## config.mk

```make
export PLATFORM = sky130hd
export DESIGN_NAME = pour_session_detector_flat
export DESIGN_NICKNAME = d
export VERILOG_FILES = /design/src/hw/rtl/psd_pkg.sv /design/src/hw/rtl/psd_if.sv /design/src/hw/rtl/pour_session_detector.sv /design/src/flat_wrapper.sv
export SDC_FILE = /design/constraint.sdc
export NUM_CORES = 2
export LEC_CHECK = 0
export ABC_AREA = 1
export BUFFER_PORTS_ARGS = -buffer_cell sky130_fd_sc_hd__buf_2
export CAP_MARGIN = 20
export CORE_MARGIN = 2
export CORE_UTILIZATION = 50
export DETAILED_ROUTE_END_ITERATION = 8
export PLACE_DENSITY = 0.64
export SLEW_MARGIN = 20
export SYNTH_ARGS = -nofsm -noshare
export SYNTH_HDL_FRONTEND = slang
export SYNTH_SLANG_ARGS = --single-unit
```

## constraint.sdc

```tcl
create_clock -name clk -period 11.2 [get_ports clk]
set_input_delay 0.56 -clock clk [delete_from_list [all_inputs] [get_ports clk]]
set_output_delay 0.56 -clock clk [all_outputs]
set_load 0.005 [all_outputs]
```

## src/hw/rtl/psd_pkg.sv

```systemverilog
// Shared constants for the pour session detector: field widths, request and
// event codes, configuration register indexes and their reset values.
// No dependencies.
package psd_pkg;

  localparam int unsigned DataW  = 32;
  localparam int unsigned ReqW   = 2;
  localparam int unsigned EventW = 2;
  localparam int unsigned CfgIdxW = 2;
  localparam int unsigned FracW  = 16;

  // Request codes carried by req_type.
  localparam logic [ReqW-1:0] ReqTick = 2'd0;
  localparam logic [ReqW-1:0] ReqPoll = 2'd1;
  localparam logic [ReqW-1:0] ReqEnd  = 2'd2;

  // Event codes carried by event_res.
  localparam logic [EventW-1:0] EvNone    = 2'd0;
  localparam logic [EventW-1:0] EvStart   = 2'd1;
  localparam logic [EventW-1:0] EvReport  = 2'd2;
  localparam logic [EventW-1:0] EvDiscard = 2'd3;

  // Configuration register indexes.
  localparam logic [CfgIdxW-1:0] CfgIdleTimeout   = 2'd0;
  localparam logic [CfgIdxW-1:0] CfgMaxDuration   = 2'd1;
  localparam logic [CfgIdxW-1:0] CfgMinPour       = 2'd2;
  localparam logic [CfgIdxW-1:0] CfgVolumePerTick = 2'd3;

  // Configuration reset values.
  localparam logic [DataW-1:0] IdleTimeoutReset   = 32'd2000;
  localparam logic [DataW-1:0] MaxDurationReset   = 32'd0;
  localparam logic [DataW-1:0] MinPourReset       = 32'd0;
  localparam logic [DataW-1:0] VolumePerTickReset = 32'd65536;

endpackage

```

## src/hw/rtl/psd_if.sv

```systemverilog
// Valid/ready channel interfaces for the pour session detector: the request
// channel and the result channel. Depends on psd_pkg.
interface psd_req_if import psd_pkg::*;
();
  logic              valid;
  logic              ready;
  logic [ReqW-1:0]   req_type;
  logic [DataW-1:0]  tick_count;
  logic [DataW-1:0]  now_time;
  logic [DataW-1:0]  wall_time;

  modport source (output valid, output req_type, output tick_count,
                  output now_time, output wall_time, input ready);
  modport sink   (input valid, input req_type, input tick_count,
                  input now_time, input wall_time, output ready);
endinterface

interface psd_res_if import psd_pkg::*;
();
  logic              valid;
  logic              ready;
  logic [EventW-1:0] event_res;
  logic [DataW-1:0]  pour_ticks;
  logic [DataW-1:0]  pour_volume;
  logic [DataW-1:0]  pour_start_wall;
  logic [DataW-1:0]  pour_duration;
  logic [DataW-1:0]  lifetime_ticks;

  modport source (output valid, output event_res, output pour_ticks,
                  output pour_volume, output pour_start_wall,
                  output pour_duration, output lifetime_ticks, input ready);
  modport sink   (input valid, input event_res, input pour_ticks,
                  input pour_volume, input pour_start_wall,
                  input pour_duration, input lifetime_ticks, output ready);
endinterface

```

## src/hw/rtl/pour_session_detector.sv

```systemverilog
// Top level of the pour session detector: session state, event decision
// and the volume multiplier. Depends on psd_pkg and the interfaces in psd_if.
//
// Usage:
//   Requests arrive on the req channel (tick report, poll, end pour); each
//   accepted request yields exactly one res transaction, in order. The four
//   configuration registers are written through cfg_we / cfg_index /
//   cfg_data; the user must do so only while the block is idle (unenforced).
// Pipeline and throughput:
//   Session state is updated at the edge that accepts a request, so the next
//   request sees it at once. The result passes a decision register and then
//   the volume multiply (32 x 32 bits, saturated) into the output register,
//   from which it is offered on res. One request per cycle is accepted
//   while res.ready does not stall the output.
// Reset:
//   rst clears the session, the lifetime count, the pipeline valid bits and
//   loads the configuration defaults.
// Stall:
//   When res.ready is low the output register holds its result; the decision
//   register still takes one more request, after which req.ready drops.
module pour_session_detector import psd_pkg::*;
(
  input  logic               clk,
  input  logic               rst,
  input  logic               cfg_we,
  input  logic [CfgIdxW-1:0] cfg_index,
  input  logic [DataW-1:0]   cfg_data,
  psd_req_if.sink            req,
  psd_res_if.source          res
);

  typedef struct packed {
    logic [EventW-1:0] ev;
    logic [DataW-1:0]  ticks;
    logic [DataW-1:0]  start_wall;
    logic [DataW-1:0]  duration;
    logic [DataW-1:0]  lifetime;
  } decision_t;

  // Configuration registers.
  logic [DataW-1:0] idle_timeout;
  logic [DataW-1:0] max_duration;
  logic [DataW-1:0] min_pour;
  logic [DataW-1:0] volume_per_tick;

  // Session state.
  logic             pouring;
  logic [DataW-1:0] session_count;
  logic [DataW-1:0] total_count;
  logic [DataW-1:0] start_time;
  logic [DataW-1:0] start_wall;
  logic [DataW-1:0] last_tick_time;

  logic             pouring_next;
  logic [DataW-1:0] session_count_next;
  logic [DataW-1:0] total_count_next;
  logic [DataW-1:0] start_time_next;
  logic [DataW-1:0] start_wall_next;
  logic [DataW-1:0] last_tick_time_next;

  // Pipeline registers.
  logic      dec_valid;
  decision_t dec;
  decision_t dec_next;
  logic      out_valid;

  logic in_fire;
  logic dec_advance;
  logic close_now;
  logic idle_hit;
  logic long_hit;

  logic [2*DataW-1:0] product;
  logic [DataW-1:0]   volume_sat;

  assign dec_advance = !out_valid || res.ready;
  assign req.ready   = !dec_valid || dec_advance;
  assign in_fire     = req.valid && req.ready;

  // Configuration writes.
  always_ff @(posedge clk) begin
    if (rst) begin
      idle_timeout    <= IdleTimeoutReset;
      max_duration    <= MaxDurationReset;
      min_pour        <= MinPourReset;
      volume_per_tick <= VolumePerTickReset;
    end else if (cfg_we) begin
      unique case (cfg_index)
        CfgIdleTimeout:   idle_timeout    <= cfg_data;
        CfgMaxDuration:   max_duration    <= cfg_data;
        CfgMinPour:       min_pour        <= cfg_data;
        CfgVolumePerTick: volume_per_tick <= cfg_data;
        default: ;
      endcase
    end
  end

  // Timeout checks for a poll; differences wrap modulo 2^32.
  assign idle_hit = (req.now_time - last_tick_time) >= idle_timeout;
  assign long_hit = (max_duration != '0) &&
                    ((req.now_time - start_time) >= max_duration);

  // Session update and event decision for the request at the port.
  always_comb begin
    pouring_next        = pouring;
    session_count_next  = session_count;
    total_count_next    = total_count;
    start_time_next     = start_time;
    start_wall_next     = start_wall;
    last_tick_time_next = last_tick_time;
    close_now           = 1'b0;
    dec_next            = '0;

    unique case (req.req_type)
      ReqTick: begin
        if (req.tick_count != '0) begin
          total_count_next    = total_count + req.tick_count;
          last_tick_time_next = req.now_time;
          if (!pouring) begin
            pouring_next       = 1'b1;
            start_time_next    = req.now_time;
            start_wall_next    = req.wall_time;
            session_count_next = req.tick_count;
            dec_next.ev        = EvStart;
          end else begin
            session_count_next = session_count + req.tick_count;
          end
        end
      end
      ReqPoll: close_now = pouring && (idle_hit || long_hit);
      ReqEnd:  close_now = pouring;
      default: ;
    endcase

    // A closed session is either reported or discarded as too small.
    if (close_now) begin
      pouring_next       = 1'b0;
      session_count_next = '0;
      if (session_count < min_pour) begin
        dec_next.ev = EvDiscard;
      end else begin
        dec_next.ev         = EvReport;
        dec_next.ticks      = session_count;
        dec_next.start_wall = start_wall;
        dec_next.duration   = last_tick_time - start_time;
      end
    end

    dec_next.lifetime = total_count_next;
  end

  // Session state registers advance on each accepted transaction.
  always_ff @(posedge clk) begin
    if (rst) begin
      pouring        <= 1'b0;
      session_count  <= '0;
      total_count    <= '0;
      start_time     <= '0;
      start_wall     <= '0;
      last_tick_time <= '0;
    end else if (in_fire) begin
      pouring        <= pouring_next;
      session_count  <= session_count_next;
      total_count    <= total_count_next;
      start_time     <= start_time_next;
      start_wall     <= start_wall_next;
      last_tick_time <= last_tick_time_next;
    end
  end

  // Decision register.
  always_ff @(posedge clk) begin
    if (rst) begin
      dec_valid <= 1'b0;
    end else if (req.ready) begin
      dec_valid <= req.valid;
    end
  end

  always_ff @(posedge clk) begin
    if (in_fire) begin
      dec <= dec_next;
    end
  end

  // Volume in Q16.16 scaled back to whole milliliters, saturated to 32 bits.
  // Ticks are zero for every event except a report, so the volume is too.
  assign product    = dec.ticks * volume_per_tick;
  assign volume_sat = (product[2*DataW-1:DataW+FracW] != '0) ? '1
                                                              : product[DataW+FracW-1:FracW];

  // Output register.
  always_ff @(posedge clk) begin
    if (rst) begin
      out_valid <= 1'b0;
    end else if (dec_advance) begin
      out_valid <= dec_valid;
    end
  end

  always_ff @(posedge clk) begin
    if (dec_advance && dec_valid) begin
      res.event_res       <= dec.ev;
      res.pour_ticks      <= dec.ticks;
      res.pour_volume     <= volume_sat;
      res.pour_start_wall <= dec.start_wall;
      res.pour_duration   <= dec.duration;
      res.lifetime_ticks  <= dec.lifetime;
    end
  end

  assign res.valid = out_valid;

endmodule
```

## src/flat_wrapper.sv

```systemverilog
// flat-port wrapper written by rule: the top's interface ports become plain ports
module pour_session_detector_flat import psd_pkg::*;
  (clk, rst, cfg_we, cfg_index, cfg_data, req_valid, req_req_type, req_tick_count, req_now_time, req_wall_time, req_ready, res_valid, res_event_res, res_pour_ticks, res_pour_volume, res_pour_start_wall, res_pour_duration, res_lifetime_ticks, res_ready);
  psd_req_if req_i ();
  psd_res_if res_i ();
  input  logic clk;
  input  logic rst;
  input  logic cfg_we;
  input  logic [CfgIdxW-1:0] cfg_index;
  input  logic [DataW-1:0] cfg_data;
  input wire logic [$bits(req_i.valid)-1:0] req_valid;
  input wire logic [$bits(req_i.req_type)-1:0] req_req_type;
  input wire logic [$bits(req_i.tick_count)-1:0] req_tick_count;
  input wire logic [$bits(req_i.now_time)-1:0] req_now_time;
  input wire logic [$bits(req_i.wall_time)-1:0] req_wall_time;
  output wire logic [$bits(req_i.ready)-1:0] req_ready;
  output wire logic [$bits(res_i.valid)-1:0] res_valid;
  output wire logic [$bits(res_i.event_res)-1:0] res_event_res;
  output wire logic [$bits(res_i.pour_ticks)-1:0] res_pour_ticks;
  output wire logic [$bits(res_i.pour_volume)-1:0] res_pour_volume;
  output wire logic [$bits(res_i.pour_start_wall)-1:0] res_pour_start_wall;
  output wire logic [$bits(res_i.pour_duration)-1:0] res_pour_duration;
  output wire logic [$bits(res_i.lifetime_ticks)-1:0] res_lifetime_ticks;
  input wire logic [$bits(res_i.ready)-1:0] res_ready;
  assign req_i.valid = req_valid;
  assign req_i.req_type = req_req_type;
  assign req_i.tick_count = req_tick_count;
  assign req_i.now_time = req_now_time;
  assign req_i.wall_time = req_wall_time;
  assign req_ready = req_i.ready;
  assign res_valid = res_i.valid;
  assign res_event_res = res_i.event_res;
  assign res_pour_ticks = res_i.pour_ticks;
  assign res_pour_volume = res_i.pour_volume;
  assign res_pour_start_wall = res_i.pour_start_wall;
  assign res_pour_duration = res_i.pour_duration;
  assign res_lifetime_ticks = res_i.lifetime_ticks;
  assign res_i.ready = res_ready;
  pour_session_detector u_core (.clk(clk), .rst(rst), .cfg_we(cfg_we), .cfg_index(cfg_index), .cfg_data(cfg_data), .req(req_i), .res(res_i));
endmodule
```

==> reports/results.md <==
| Metric | This run |
|---|---|
| Simple logic cell fraction of the synthesized area | 15.7% |
| Number of sinks driven by the clock tree | 583 |
| Number of nets still failing antenna checks after routing | 0 |
| Most repeated cell in the gate-level netlist after synthesis | inv_1 |
| Top cells by area in the synthesized netlist | fa_1 27%, edfxtp_1 13%, inv_1 12% |
| Total I/O pin count | 301 |
| Master of the slowest instance on the critical path | edfxtp_1 |
| Count of routing violations after the opening detailed-route iteration | 4277 |
| Max FO, Critical Path | 32 |
| Via count | 54.1k |
| Final cycle utilization of the critical path | 81.7% |
| Sequential share of power | 26.2% |
| Max Clock Skew | 0.0426 ns |
| Crit-path leading delay family | adder cells |
| Synthesized netlist net count | 9957 |
| Ordered cell list for the critical path | buf_4, nand2_1, fa_1, fa_1, fa_1, fa_1, fa_1, fa_1, fa_1, fa_1, inv_1, ha_1, a21oi_1, o21ai_0, a21oi_1, nor2_1, nor2_1, nand3_1, nand2_1, nand2_1, nor2_1, nand3_1, nor2_4, nand3_1 |
| Quantity of gates resized following cts | 0 |
| Comb pwr share | 48.2% |
| Fin worst setup slack | 2.05 ns |
| Int Power | 0.00524 W |
| Wire length per cell after detailed routing | 19.4 um |
| Area used by multi-input combinational logic | 42500 um2 |
| Leakage power | 38.1 nW |
| Proportion of total power due to net switching | 44.3% |
| Final setup vio count | 0 |
| Setup TNS | 0 ns |
| Proportion of layout cells with a drive suffix above 1 | 6.98% |
| Total buffers and inverters traversed by the critical path | 2 |
| VDD IR-drop max | 0.137 mV |
| Result of the run | complete, no violations |
| Min-Delay Path Class | primary input to register |
| Core region area | 132000 um2 |
| Clock latency reported for the late side of the worst-skew pair | 0.68 ns |
| Pwr per Cell Area | 131 nW/um2 |
| Worst stage delay on the critical path | 1.15 ns |
| CP dominant cell by count | fa_1 |
| Highest achievable clock rate | 109 MHz |
| Share of the yosys chip area belonging to registers | 21.9% |
| H-tree depth reported by CTS | 3 |
| Horizontal die dimension | 369 um |
| Via count of the first global-routing pass | 56.2k |
| Final Max Tran Viols | 0 |
| Starting utilization of the core area | 50.5% |
| Cell area after technology mapping | 66600 um2 |
| Total iterations of the first detailed-routing run | 7 |
| Total clock buffers created by CTS | 70 |
| Max-Cap Viols | 0 |
| Root Buffer Master | clkbuf_16 |
| Ys async rst share | 0% |
| Net switching power | 0.00417 W |
| Area share of fa/ha/maj cells after synthesis | 36.7% |
| Clock transition at the registers of the reported paths | 0.06 ns |
| Die area | 136000 um2 |
| Vert. Die Dim | 369 um |
| Setup repair bufs after CTS | 0 |
| Layout overhead on the synthesized area | 8.14% |
| RSZ-0062 raised after global routing | false |
| EDFF count, synth | 292 |
| Estimated wirelength of the detail-placed design | 160 mm |
| Hold-fix buffers at CTS | 0 |
| Pin count of the biggest net entering global routing | 136 |
| Final hold viol count | 0 |
| Area taken by flip-flops and latches | 14600 um2 |
| Mux share of post-synthesis cell area | 0% |
| Startpoint class of the critical path | register |
| Slew Limit Headroom | 19.0% |
| Number of buffers inserted by port buffering | 300 |
| Placer's final routability congestion estimate | 0.952 |
| Crit Path Category | register to register |
| Clock tree from TritonCTS | built |
| Flop and latch count out of synthesis | 583 |
| Row Count | 133 |
| Complex-gate fraction of the synthesized area | 9.49% |
| Via-per-instance ratio | 5.24 |
| Worst slew pin tran | 1.21 ns |
| Post-synthesis cell type with the largest combined area | fa_1 |
| Xor-xnor portion of the synthesized cell area | 1.96% |
| Antenna violations before repair | 37 |
| Number of distinct library cells after synthesis | 51 |
| Data required, critical path | 11.58 ns |
| Fill count | 12.5k |
| Synth top area share | 27.0% |
| Clock share of power | 25.6% |
| Tmin final | 9.15 ns |
| Commonest cells in the netlist | 2152 x inv_1, 1752 x nand2_1, 900 x fa_1 |
| First-pass GRT wire length | 318 mm |
| Tot GR Track Use | 30.1% |
| Final routed DRC violation total | 0 |
| Aggregate routed wire length | 201 mm |
| Most common flop cell mapped by yosys | edfxtp_1 |
| Pre-CTS WS | 2.05 ns |
| Avg Inst Size Synth | 7.92 um2 |
| Post-Synthesis Cells | 8407 |
| CP Capture Type | register |
| Layout Nets | 10.1k |
| Max Root-Sink Buffers | 3 |
| Overflow left after global routing | 0 |
| Combinational family with the most area after synthesis | adder cells |
| Arrival time of the worst setup path | 9.53 ns |
| Yosys Warn Count | 0 |
==> worst paths after layout <==
path	slack, ns	cells after the start	start	endpoint
max	2.05	24	u_core.dec[110]	u_core.res.pour_volume[31]
min reg2reg	0.40	0	u_core.dec[53]	u_core.res.pour_duration[21]
max reg2reg	2.05	24	u_core.dec[110]	u_core.res.pour_volume[31]
min	0.16	3	req_wall_time[30]	u_core.start_wall[30]
==> power by group through the flow <==
| stage | clock network (W) | logic, W | registers [W] |
|---|---|---|---|
| 2_1_floorplan | 0 | 0.00294 | 0.00245 |
| 3_3_place_gp | 0 | 0.00455 | 0.00250 |
| 3_5_place_dp | 0 | 0.00454 | 0.00250 |
| 4_1_cts | 0.00246 | 0.00458 | 0.00246 |
| 5_1_grt | 0.00254 | 0.00504 | 0.00247 |
| 6_report | 0.00241 | 0.00454 | 0.00246 |
==> layout make-up <==
cell class,instances,share of cell area (%)
well taps,1755,3.05
flip-flops and latches,583,20.3
clock inverters,26,0.521
repair buffers,378,2.90
multi-input cells,5304,59.1
diodes,8,0.0278
clock buffers,102,2.83
inverters,2174,11.3
==> state kept, by name, summed over array words and instances (netlist names), 2 cells and up <==
name / count
u_core.dec: 130
u_core.idle_timeout: 32
u_core.last_tick_time: 32
u_core.max_duration: 32
u_core.min_pour: 32
u_core.res.lifetime_ticks: 32
u_core.res.pour_duration: 32
u_core.res.pour_start_wall: 32
u_core.res.pour_ticks: 32
u_core.res.pour_volume: 32
u_core.session_count: 32
u_core.start_time: 32
u_core.start_wall: 32
u_core.total_count: 32
u_core.volume_per_tick: 32
u_core.res.event_res: 2
==> worst register-to-register path, stage by stage (launching register included) <==
cell and delay, ns:
edfxtp_1 1.15, buf_4 0.40, nand2_1 0.12, fa_1 0.57, fa_1 0.43, fa_1 0.51, fa_1 0.57, fa_1 0.44
fa_1 0.52, fa_1 0.44, fa_1 0.51, inv_1 0.04, ha_1 0.42, a21oi_1 0.27, o21ai_0 0.21, a21oi_1 0.36
nor2_1 0.08, nor2_1 0.32, nand3_1 0.13, nand2_1 0.07, nand2_1 0.06, nor2_1 0.10, nand3_1 0.12, nor2_4 0.83
nand3_1 0.19
==> layer usage <==
metal  global-route usage, %  part of all wire (%)  vias up
li1                        -                     -    25613
met1                    39.3                    43    26518
met2                    51.3                    48     1576
met3                    4.99                   6.6      348
met4                    8.92                   3.0       48
met5                       0                  0.15        -
==> cells by family (layout without fill, tap and decap cells) <==
logic type | Yosys count | in the layout
other | 0 | 8
adder cells (fa/ha/maj) | 1413 | 1413
flip-flops | 583 | 583
AO/OA/AOI/OAI | 1187 | 1187
XOR/XNOR | 149 | 149
buffers and inverters | 2520 | 2680
AND/OR/NAND/NOR | 2555 | 2555
==> layout by cell type, fill, tap and decap left out, types with 32 or more instances in the layout <==
cell	netlist	routed
xor2_1	94	94
xnor2_1	55	55
dfxtp_1	291	277
nand3_1	189	187
nand3_2	31	33
a21oi_1	586	585
o21ai_0	439	439
nand2_1	1752	1749
buf_2	17	300
inv_1	2152	2150
nor4_1	32	32
nand4_1	42	42
nor2_1	427	426
buf_4	0	78
clkbuf_16	0	73
ha_1	513	513
a21o_1	32	32
edfxtp_1	292	292
fa_1	900	900
==> through the flow <==
stage	instances	hold WS [ns]	cell area (um2)	utilization, %	total power (W)
floorplan	8407	0.400	66600	-	0.00538
CTS	10322	0.114	72000	54.6	0.00951
detailed placement	10194	0.405	69600	52.8	0.00704
finish	10330	0.165	72000	54.7	0.00941
global route	10326	0.162	72000	54.7	0.0101
global placement	10194	0.400	69600	52.8	0.00705
(Power assumes the default switching activity.)
